--- src/rtl/assert_macros.svh ---
`ifndef ASSERT_MACROS_SVH
`define ASSERT_MACROS_SVH

// Check a property on every rising edge of clk while out of reset.
`define AST_CLK(lbl, prop, msg) \
  lbl: assert property (@(posedge clk) disable iff (!rst_n) prop) else $error(msg);

// Check a property on every rising edge of clk, reset cycles included.
`define AST_ANY(lbl, prop, msg) \
  lbl: assert property (@(posedge clk) prop) else $error(msg);

`endif

--- src/rtl/cam_pkg.sv ---
package cam_pkg;

  // Automaton and counter bank size
  localparam int MAX_STATES   = 64;
  localparam int NUM_COUNTERS = 4;
  localparam int COUNTER_BITS = 16;

  // Fixed field widths of the stream words
  localparam int STATE_W  = 6;
  localparam int MASK_W   = 4;
  localparam int CIDX_F_W = 2;
  localparam int TGT_W    = 16;
  localparam int IN_W     = 40;
  localparam int OUT_W    = 8;

  // Derived sizes
  localparam int EDGE_DEPTH = 2 * MAX_STATES;
  localparam int EDGE_AW    = $clog2(EDGE_DEPTH);
  localparam int WALK_W     = $clog2(NUM_COUNTERS + 1);
  localparam int CIDX_W     = (NUM_COUNTERS > 1) ? $clog2(NUM_COUNTERS) : 1;

  localparam logic [COUNTER_BITS-1:0] CNT_MAX = {COUNTER_BITS{1'b1}};

  typedef enum logic [1:0] {
    CMD_STEP    = 2'd0,
    CMD_EDGE    = 2'd1,
    CMD_TARGET  = 2'd2,
    CMD_RESTART = 2'd3
  } cmd_t;

  typedef enum logic [1:0] {
    ST_IDLE,
    ST_WALK,
    ST_DONE
  } cam_state_t;

  // One edge table entry
  typedef struct packed {
    logic [STATE_W-1:0] to;
    logic               acc;
    logic [MASK_W-1:0]  rmask;
    logic [MASK_W-1:0]  imask;
  } edge_t;

  localparam int EDGE_W = $bits(edge_t);

  // One input word, unpacked
  typedef struct packed {
    cmd_t                cmd;
    logic                bit_in;
    logic [STATE_W-1:0]  sidx;
    logic [STATE_W-1:0]  nxt;
    logic                acc;
    logic [MASK_W-1:0]   rmask;
    logic [MASK_W-1:0]   imask;
    logic [CIDX_F_W-1:0] cidx;
    logic [TGT_W-1:0]    tgt;
  } item_t;

  // Controller to datapath commands
  typedef struct packed {
    logic              load;
    logic              walk;
    logic              walk_first;
    logic [WALK_W-1:0] walk_idx;
    logic              finish;
  } ctl_t;

  // Datapath to controller status
  typedef struct packed {
    logic in_is_step;
    logic slot_free;
  } sts_t;

endpackage

--- src/rtl/cam_ram.sv ---
module cam_ram #(
  parameter int WIDTH = 8,
  parameter int DEPTH = 16,
  localparam int AW = (DEPTH > 1) ? $clog2(DEPTH) : 1
) (
  input  logic             clk,
  input  logic             we,
  input  logic [AW-1:0]    waddr,
  input  logic [WIDTH-1:0] wdata,
  input  logic             re,
  input  logic [AW-1:0]    raddr,
  output logic [WIDTH-1:0] rdata
);

  logic [WIDTH-1:0] mem [DEPTH];

  // Write port
  always_ff @(posedge clk) begin
    if (we) begin
      mem[waddr] <= wdata;
    end
  end

  // Registered read, held while re is low
  always_ff @(posedge clk) begin
    if (re) begin
      rdata <= mem[raddr];
    end
  end

endmodule

--- src/rtl/cam_ctrl.sv ---
module cam_ctrl (
  input  logic          clk,
  input  logic          rst_n,
  input  logic          in_tvalid,
  output logic          in_tready,
  input  cam_pkg::sts_t sts,
  output cam_pkg::ctl_t ctl
);

  cam_pkg::cam_state_t         state_r, state_nxt;
  logic [cam_pkg::WALK_W-1:0]  walk_cnt_r, walk_cnt_nxt;
  logic                        walk_last;

  assign walk_last = (walk_cnt_r == cam_pkg::WALK_W'(cam_pkg::NUM_COUNTERS));

  // Next state and walk position
  always_comb begin
    state_nxt    = state_r;
    walk_cnt_nxt = walk_cnt_r;
    unique case (state_r)
      cam_pkg::ST_IDLE: begin
        walk_cnt_nxt = '0;
        if (in_tvalid) begin
          state_nxt = sts.in_is_step ? cam_pkg::ST_WALK : cam_pkg::ST_DONE;
        end
      end
      cam_pkg::ST_WALK: begin
        if (walk_last) begin
          state_nxt    = cam_pkg::ST_DONE;
          walk_cnt_nxt = '0;
        end else begin
          walk_cnt_nxt = walk_cnt_r + 1'b1;
        end
      end
      cam_pkg::ST_DONE: begin
        if (sts.slot_free) begin
          state_nxt = cam_pkg::ST_IDLE;
        end
      end
      default: begin
        state_nxt = cam_pkg::ST_IDLE;
      end
    endcase
  end

  // Commands to the datapath
  always_comb begin
    in_tready      = 1'b0;
    ctl.load       = 1'b0;
    ctl.walk       = 1'b0;
    ctl.walk_first = 1'b0;
    ctl.walk_idx   = walk_cnt_r;
    ctl.finish     = 1'b0;
    unique case (state_r)
      cam_pkg::ST_IDLE: begin
        in_tready = 1'b1;
        ctl.load  = in_tvalid;
      end
      cam_pkg::ST_WALK: begin
        ctl.walk       = 1'b1;
        ctl.walk_first = (walk_cnt_r == '0);
      end
      cam_pkg::ST_DONE: begin
        ctl.finish = sts.slot_free;
      end
      default: begin
        in_tready = 1'b0;
      end
    endcase
  end

  always_ff @(posedge clk) begin
    if (!rst_n) begin
      state_r    <= cam_pkg::ST_IDLE;
      walk_cnt_r <= '0;
    end else begin
      state_r    <= state_nxt;
      walk_cnt_r <= walk_cnt_nxt;
    end
  end

endmodule

--- src/rtl/cam_dpath.sv ---
module cam_dpath (
  input  logic                      clk,
  input  logic                      rst_n,
  input  logic [cam_pkg::IN_W-1:0]  in_tdata,
  input  logic [1:0]                in_tuser,
  output logic                      out_tvalid,
  input  logic                      out_tready,
  output logic [cam_pkg::OUT_W-1:0] out_tdata,
  input  cam_pkg::ctl_t             ctl,
  output cam_pkg::sts_t             sts
);

  cam_pkg::item_t                  item_in, item_r;
  logic [cam_pkg::STATE_W-1:0]     state_r, state_nxt;
  logic                            acc_r, acc_nxt;
  logic [cam_pkg::COUNTER_BITS-1:0] cnt_r   [cam_pkg::NUM_COUNTERS];
  logic [cam_pkg::COUNTER_BITS-1:0] cnt_nxt [cam_pkg::NUM_COUNTERS];
  logic [cam_pkg::COUNTER_BITS-1:0] cnt_clr [cam_pkg::NUM_COUNTERS];
  logic [cam_pkg::COUNTER_BITS-1:0] cnt_upd [cam_pkg::NUM_COUNTERS];
  logic [cam_pkg::TGT_W-1:0]       tgt_r   [cam_pkg::NUM_COUNTERS];
  logic                            null_r;
  logic [cam_pkg::EDGE_W-1:0]      rd_data;
  cam_pkg::edge_t                  eff_edge, wr_edge;
  logic [cam_pkg::STATE_W-1:0]     src_state;
  logic [cam_pkg::CIDX_W-1:0]      walk_cidx;
  logic                            walk_last, sat, bit_sel;
  logic [cam_pkg::EDGE_AW-1:0]     raddr, waddr;
  logic                            edge_we, tgt_we;
  logic [cam_pkg::NUM_COUNTERS-1:0] rm_v, im_v;
  logic                            out_valid_r, out_valid_nxt;
  logic                            out_acc_r;
  logic [cam_pkg::STATE_W-1:0]     out_state_r;

  // Unpack the input word
  assign item_in.cmd    = cam_pkg::cmd_t'(in_tuser);
  assign item_in.bit_in = in_tdata[0];
  assign item_in.sidx   = in_tdata[6:1];
  assign item_in.nxt    = in_tdata[12:7];
  assign item_in.acc    = in_tdata[13];
  assign item_in.rmask  = in_tdata[17:14];
  assign item_in.imask  = in_tdata[21:18];
  assign item_in.cidx   = in_tdata[23:22];
  assign item_in.tgt    = in_tdata[39:24];

  assign sts.in_is_step = (item_in.cmd == cam_pkg::CMD_STEP);
  assign sts.slot_free  = !out_valid_r || out_tready;

  always_ff @(posedge clk) begin
    if (ctl.load) begin
      item_r <= item_in;
    end
  end

  // Edge read back; a lookup from a state past the table reads as all zero
  assign eff_edge  = null_r ? '0 : cam_pkg::edge_t'(rd_data);
  assign src_state = ctl.walk_first ? state_r : eff_edge.to;

  // Pick the edge bit: counter match during the walk, input bit at the end
  assign walk_cidx = ctl.walk_idx[cam_pkg::CIDX_W-1:0];
  assign walk_last = (ctl.walk_idx == cam_pkg::WALK_W'(cam_pkg::NUM_COUNTERS));
  assign sat       = (32'(cnt_r[walk_cidx]) == 32'(tgt_r[walk_cidx]));
  assign bit_sel   = walk_last ? item_r.bit_in : sat;
  assign raddr     = cam_pkg::EDGE_AW'({src_state, bit_sel});

  always_ff @(posedge clk) begin
    if (ctl.walk) begin
      null_r <= (32'(src_state) >= cam_pkg::MAX_STATES);
    end
  end

  // Edge table writes
  assign wr_edge.to    = item_r.nxt;
  assign wr_edge.acc   = item_r.acc;
  assign wr_edge.rmask = item_r.rmask;
  assign wr_edge.imask = item_r.imask;
  assign waddr   = cam_pkg::EDGE_AW'({item_r.sidx, item_r.bit_in});
  assign edge_we = ctl.finish && (item_r.cmd == cam_pkg::CMD_EDGE)
                   && (32'(item_r.sidx) < cam_pkg::MAX_STATES);

  cam_ram #(
    .WIDTH (cam_pkg::EDGE_W),
    .DEPTH (cam_pkg::EDGE_DEPTH)
  ) u_edge_ram (
    .clk   (clk),
    .we    (edge_we),
    .waddr (waddr),
    .wdata (wr_edge),
    .re    (ctl.walk),
    .raddr (raddr),
    .rdata (rd_data)
  );

  // Counter update for the input edge: clear, then saturating increment
  assign rm_v = cam_pkg::NUM_COUNTERS'(eff_edge.rmask);
  assign im_v = cam_pkg::NUM_COUNTERS'(eff_edge.imask);

  always_comb begin
    for (int i = 0; i < cam_pkg::NUM_COUNTERS; i++) begin
      cnt_clr[i] = rm_v[i] ? '0 : cnt_r[i];
      cnt_upd[i] = (im_v[i] && (cnt_clr[i] != cam_pkg::CNT_MAX)) ?
                   cnt_clr[i] + 1'b1 : cnt_clr[i];
    end
  end

  // Apply the command at the end of the item
  always_comb begin
    state_nxt = state_r;
    acc_nxt   = acc_r;
    cnt_nxt   = cnt_r;
    tgt_we    = 1'b0;
    if (ctl.finish) begin
      unique case (item_r.cmd)
        cam_pkg::CMD_STEP: begin
          state_nxt = eff_edge.to;
          acc_nxt   = eff_edge.acc;
          cnt_nxt   = cnt_upd;
        end
        cam_pkg::CMD_EDGE: begin
          state_nxt = state_r;
        end
        cam_pkg::CMD_TARGET: begin
          tgt_we = (32'(item_r.cidx) < cam_pkg::NUM_COUNTERS);
        end
        cam_pkg::CMD_RESTART: begin
          state_nxt = '0;
          acc_nxt   = 1'b0;
          for (int i = 0; i < cam_pkg::NUM_COUNTERS; i++) begin
            cnt_nxt[i] = '0;
          end
        end
        default: begin
          state_nxt = state_r;
        end
      endcase
    end
  end

  always_ff @(posedge clk) begin
    if (!rst_n) begin
      state_r <= '0;
      acc_r   <= 1'b0;
      for (int i = 0; i < cam_pkg::NUM_COUNTERS; i++) begin
        cnt_r[i] <= '0;
      end
    end else begin
      state_r <= state_nxt;
      acc_r   <= acc_nxt;
      cnt_r   <= cnt_nxt;
    end
  end

  always_ff @(posedge clk) begin
    if (tgt_we) begin
      tgt_r[item_r.cidx[cam_pkg::CIDX_W-1:0]] <= item_r.tgt;
    end
  end

  // Output register: load on finish, drop when taken
  always_comb begin
    out_valid_nxt = out_valid_r;
    if (ctl.finish) begin
      out_valid_nxt = 1'b1;
    end else if (out_tready) begin
      out_valid_nxt = 1'b0;
    end
  end

  always_ff @(posedge clk) begin
    if (!rst_n) begin
      out_valid_r <= 1'b0;
    end else begin
      out_valid_r <= out_valid_nxt;
    end
  end

  always_ff @(posedge clk) begin
    if (ctl.finish) begin
      out_acc_r   <= acc_nxt;
      out_state_r <= state_nxt;
    end
  end

  assign out_tvalid = out_valid_r;
  assign out_tdata  = {1'b0, out_state_r, out_acc_r};

endmodule

--- src/rtl/counter_automaton_monitor.sv ---
// Counter automaton monitor.
// Input channel in_*: one word per command. in_tuser carries the command
// (step, write edge, write counter target, restart); in_tdata carries the
// step bit or the table write payload. Result channel out_*: exactly one
// word per input word, holding the accept flag and the current state.
// A step walks the edge table once per counter and once more for the input
// bit, one lookup per cycle through the single read port of the edge RAM,
// and then applies the last edge read; writes and restart skip the walk
// and go straight from acceptance to that final update.
// One word is in flight at a time; a finished result sits in the output
// register while the next word is accepted and worked on, and the block
// holds before its final update while that register is still full.
// Reset clears state, accept flag, counters and the output register; the
// edge table and the targets must be written before a step reads them.
`include "assert_macros.svh"

module counter_automaton_monitor (
  input  logic                      clk,
  input  logic                      rst_n,
  input  logic                      in_tvalid,
  output logic                      in_tready,
  // [0] input_bit, [6:1] state_index, [12:7] next_state, [13] accept_value,
  // [17:14] reset_mask, [21:18] inc_mask, [23:22] counter_index,
  // [39:24] target_value
  input  logic [cam_pkg::IN_W-1:0]  in_tdata,
  // [1:0] cmd
  input  logic [1:0]                in_tuser,
  output logic                      out_tvalid,
  input  logic                      out_tready,
  // [0] accepting, [6:1] state_now, [7] zero
  output logic [cam_pkg::OUT_W-1:0] out_tdata
);

  cam_pkg::ctl_t ctl;
  cam_pkg::sts_t sts;

  cam_ctrl u_ctrl (
    .clk       (clk),
    .rst_n     (rst_n),
    .in_tvalid (in_tvalid),
    .in_tready (in_tready),
    .sts       (sts),
    .ctl       (ctl)
  );

  cam_dpath u_dpath (
    .clk        (clk),
    .rst_n      (rst_n),
    .in_tdata   (in_tdata),
    .in_tuser   (in_tuser),
    .out_tvalid (out_tvalid),
    .out_tready (out_tready),
    .out_tdata  (out_tdata),
    .ctl        (ctl),
    .sts        (sts)
  );

  // One word at a time: no accept right after an accept
  `AST_CLK(a_one_word, (in_tvalid && in_tready) |=> !in_tready, "second word accepted early")
  // Never overwrite a result that is still waiting
  `AST_CLK(a_no_overrun, ctl.finish |-> (!out_tvalid || out_tready), "result overwritten")
  // A walk starts right after the step word is loaded
  `AST_CLK(a_walk_start, (ctl.walk && ctl.walk_first) |-> $past(ctl.load), "walk without load")
  // Reset empties the output register
  `AST_ANY(a_rst_out, !rst_n |=> !out_tvalid, "result valid after reset")

endmodule

--- config.mk ---
export PLATFORM = sky130hd
export DESIGN_NAME = counter_automaton_monitor
export DESIGN_NICKNAME = d
export VERILOG_FILES = /design/src/rtl/cam_pkg.sv /design/src/rtl/cam_ram.sv /design/src/rtl/cam_ctrl.sv /design/src/rtl/cam_dpath.sv /design/src/rtl/counter_automaton_monitor.sv
export VERILOG_INCLUDE_DIRS = /design/src /design/src/rtl
export SDC_FILE = /design/constraint.sdc
export NUM_CORES = 2
export LEC_CHECK = 0
export BUFFER_PORTS_ARGS = -buffer_cell sky130_fd_sc_hd__buf_2
export CORE_UTILIZATION = 30
export CTS_CLUSTER_SIZE = 24
export DETAILED_ROUTE_END_ITERATION = 10
export GPL_ROUTABILITY_DRIVEN = 0
export PLACE_DENSITY = 0.42
export SYNTH_ARGS = -nofsm -noshare
export SYNTH_HDL_FRONTEND = slang
export SYNTH_SLANG_ARGS = --single-unit
--- constraint.sdc ---
create_clock -name clk -period 5.35 [get_ports clk]
set_input_delay 1.3375 -clock clk [delete_from_list [all_inputs] [get_ports clk]]
set_output_delay 1.3375 -clock clk [all_outputs]
set_load 0.01 [all_outputs]
==> reports/qor.csv <==
metric;value;unit
Worst Tran Pin Value;1240;ps
share of flip-flops with an asynchronous set or reset;0;
Routed Antenna Nets;0;
CTS Sinks;2127;
worst hold endpoint;u_dpath.tgt_r[2][4];
Wirelength per Cell;30.0;um
combinational share of power;0.066;
initial drt markers;6530;
Post-Syn Instances;6585;
Via Count;61596;
Synth Register Bits;2127;
Overall Power;37.0;mW
critical path capture point type;flip-flop;
htree depth;4;
Reg2Reg Setup Slack;250;ps
outcome;finished, final reports clean;
postcts setup bufs;0;
Cell variety after synth;64;
dominant synthesized flop cell;edfxtp_1;
CORE AREA;301000;sq um
Min-Delay Path Class;reg -> reg;
r2r worst-path depth;13;
share of cells above drive strength 1;0.147;
final instance area;107000;sq um
Worst Skew;85.4;ps
total negative slack;0;ps
Clock Power Share;0.436;
power density cells;347;nW/um^2
met2 wire len;152000;um
Max Cap Violations;0;
relative max-transition margin;0.171;
Leakage;33.8;nW
register area;63100;sq um
Mean Syn Cell Area;13.8;sq um
end-of-flow core utilization;0.354;
CTS root buffer;clkbuf_16;
Crit Reg-Reg Startpoint;u_ctrl.walk_cnt_r[0];
TritonCTS Buffers;242;
vias in the first global route;59781;
Final Max Slew Viols;0;
nets;6884;
RSZ-0062 raised after global routing;false;
EDFF count, synth;2048;
hold buffers post-CTS;0;
vias per cell;5.61;
Hold Path Depth;0;
IO Pins;56;
Worst R2R End;u_dpath.u_edge_ram.rdata[10];
startpoint types;flip-flop;
initial antenna violation count;14;
Overflow after GRT;0;
Multi-input gate area;25900;sq um
Area Overhead vs Synth;17.1;%
synthesis warning total;0;
post-cts gate resize count;0;
Synth Cell Area;91000;sq um
cell area after placement;99000;sq um
num rows;201;
Initial DRT Pass Iterations;6;
Final min period;5100;ps
largest net degree at the start of global routing;129;
HPWL Detailed;197000;um
syn nets;6641;
fin crit share;0.953;
die height;553;um
Initial Utilization;0.303;
DR DRC count;0;
Port Buf Inserts;54;
Fin. Hold Viols;0;
final WL;330000;um
Bufs on Longest Clock Path;4;
hold wc startpoint;u_dpath.item_r[4];
Die Span X;553;um
Sw Pwr;8.77;mW
Fillers;28788;
first-pass GRT wire length;465000;um
Max Fclk;196;MHz
Seq/Total Area, Yosys;0.693;
CP max FO;18;
met3 wire len;18600;um
Top Layer Used;met4;
Reg power frac;0.498;
VDD IR max;0.279;mV
WP data required;6040;ps
Sw Share;0.237;
die area;306000;sq um
final setup vio count;0;
Worst Path Arrival;5790;ps
gr usage total;0.209;
Metal-1 WL;151000;um
Int Pwr;28.2;mW
Reg clk slew, reported paths;60;ps
Clock Latency Late Sink;930;ps
TritonCTS clock tree;done;
Crit Path Class;reg -> reg;
-- metrics by stage --
stage	worst slack [ps]	instances	hold slack, ps
after floorplan	1470	6585	459
after global placement	122	10542	477
after detailed placement	179	10542	494
after CTS	126	10977	505
after global routing	35.5	10978	526
final	252	10984	508
-- logic make-up after synthesis --
kind of cell,after synthesis,synth area share
flip-flops,2127,0.693
AND/OR/NAND/NOR,1496,0.0697
adder cells (fa/ha/maj),10,0.00137
multiplexers,577,0.0695
AO/OA/AOI/OAI,1812,0.140
buffers and inverters,538,0.0240
XOR/XNOR,24,0.00231
other,1,0.0000412
-- layer usage --
metal | vias up | track usage
li1 | 26917 | -
met1 | 32081 | 0.299
met2 | 2199 | 0.334
met3 | 399 | 0.0255
met4 | 0 | 0.0559
met5 | - | 0
-- registers in the layout (all words and copies together), names as in the netlist, named ones only --
| signal | count |
|---|---|
| u_ctrl.state_r | 2 |
| u_dpath.u_edge_ram.mem | 1920 |
| u_dpath.tgt_r | 64 |
| u_dpath.out_acc_r | 1 |
| u_dpath.out_tvalid | 1 |
| u_dpath.out_state_r | 6 |
| u_dpath.cnt_r | 64 |
| u_dpath.u_edge_ram.rdata | 15 |
| u_dpath.item_r | 42 |
| u_dpath.state_r | 6 |
| u_ctrl.walk_cnt_r | 3 |
| u_dpath.acc_r | 1 |
-- layout make-up --
| type | instances | share of cell area |
|---|---|---|
| repair buffers | 518 | 0.0465 |
| inverters | 19 | 0.000669 |
| flip-flops and latches | 2127 | 0.592 |
| multi-input cells | 3920 | 0.243 |
| clock buffers | 288 | 0.0587 |
| diodes | 7 | 0.000164 |
| clock inverters | 147 | 0.0120 |
| well taps | 3958 | 0.0465 |
-- worst max-delay path, stage by stage, from the launching register on --
cell and delay, ps:
dfxtp_1 410, buf_4 330, mux4_2 570, xor2_1 190, nor4_1 280, and3_4 230, and2_4 330, buf_12 240
buf_4 330, mux2_2 380, o211ai_1 650, a41oi_1 450, buf_4 270, a2111oi_2 200
-- placed cells by master (no fill, tap or decap), types with 8 or more instances in the layout --
master / netlist / routed
edfxtp_1: 2048 / 2048
nand2_1: 708 / 706
o22ai_1: 603 / 603
nor2_1: 446 / 444
mux2i_1: 424 / 421
buf_4: 18 / 368
o221ai_1: 360 / 360
a21oi_1: 255 / 254
clkbuf_16: 0 / 243
nand3_1: 131 / 129
o211ai_1: 124 / 124
mux2_2: 121 / 120
a211o_1: 120 / 120
buf_12: 0 / 96
a31oi_1: 98 / 95
o31ai_1: 90 / 89
dfxtp_1: 79 / 79
clkinv_1: 0 / 73
nor2b_1: 61 / 59
buf_2: 34 / 54
a41oi_1: 46 / 46
clkbuf_1: 431 / 45
o21ai_0: 45 / 44
clkinv_2: 0 / 38
nand4_1: 33 / 33
nor3_1: 34 / 33
mux4_2: 32 / 32
and2_1: 22 / 20
inv_1: 19 / 19
bufinv_16: 0 / 18
xnor2_1: 16 / 16
a22oi_1: 18 / 16
o21a_1: 12 / 12
ha_1: 10 / 10
nor4_1: 9 / 9
xor2_1: 8 / 8
a2111oi_1: 8 / 8
and3_1: 9 / 8
-- power groups by stage --
stage	clock network [mW]	registers (mW)	logic [mW]
after global routing	17.0	18.4	2.59
after detailed placement	0	18.8	2.46
after global placement	0	18.8	2.45
after CTS	16.5	18.4	2.47
final	16.1	18.4	2.44
after floorplan	0	18.9	1.08
-- synth_stat cells (32+ instances only) --
| cell | number | share of area |
|---|---|---|
| edfxtp_1 | 2048 | 0.68 |
| nand2_1 | 708 | 0.029 |
| o22ai_1 | 603 | 0.041 |
| nor2_1 | 446 | 0.018 |
| clkbuf_1 | 431 | 0.018 |
| mux2i_1 | 424 | 0.047 |
| o221ai_1 | 360 | 0.035 |
| a21oi_1 | 255 | 0.014 |
| nand3_1 | 131 | 0.0072 |
| o211ai_1 | 124 | 0.010 |
| mux2_2 | 121 | 0.015 |
| a211o_1 | 120 | 0.012 |
| a31oi_1 | 98 | 0.0067 |
| o31ai_1 | 90 | 0.0074 |
| dfxtp_1 | 79 | 0.017 |
| nor2b_1 | 61 | 0.0042 |
| a41oi_1 | 46 | 0.0044 |
| o21ai_0 | 45 | 0.0025 |
| buf_2 | 34 | 0.0019 |
| nor3_1 | 34 | 0.0019 |
| nand4_1 | 33 | 0.0023 |
| mux4_2 | 32 | 0.0079 |
-- worst max-delay path by stage --
stage          slack (ps)                           end                  from
6_report              250  u_dpath.u_edge_ram.rdata[10]  u_ctrl.walk_cnt_r[0]
5_1_grt                40   u_dpath.u_edge_ram.rdata[2]  u_ctrl.walk_cnt_r[1]
4_1_cts               130  u_dpath.u_edge_ram.rdata[10]             flip-flop
3_5_place_dp          180  u_dpath.u_edge_ram.rdata[10]  u_ctrl.walk_cnt_r[0]
3_3_place_gp          120  u_dpath.u_edge_ram.rdata[10]  u_ctrl.walk_cnt_r[0]
2_1_floorplan        1470           u_dpath.tgt_r[1][0]            out_tready
Note: power is estimated with default switching activity, not from simulation.
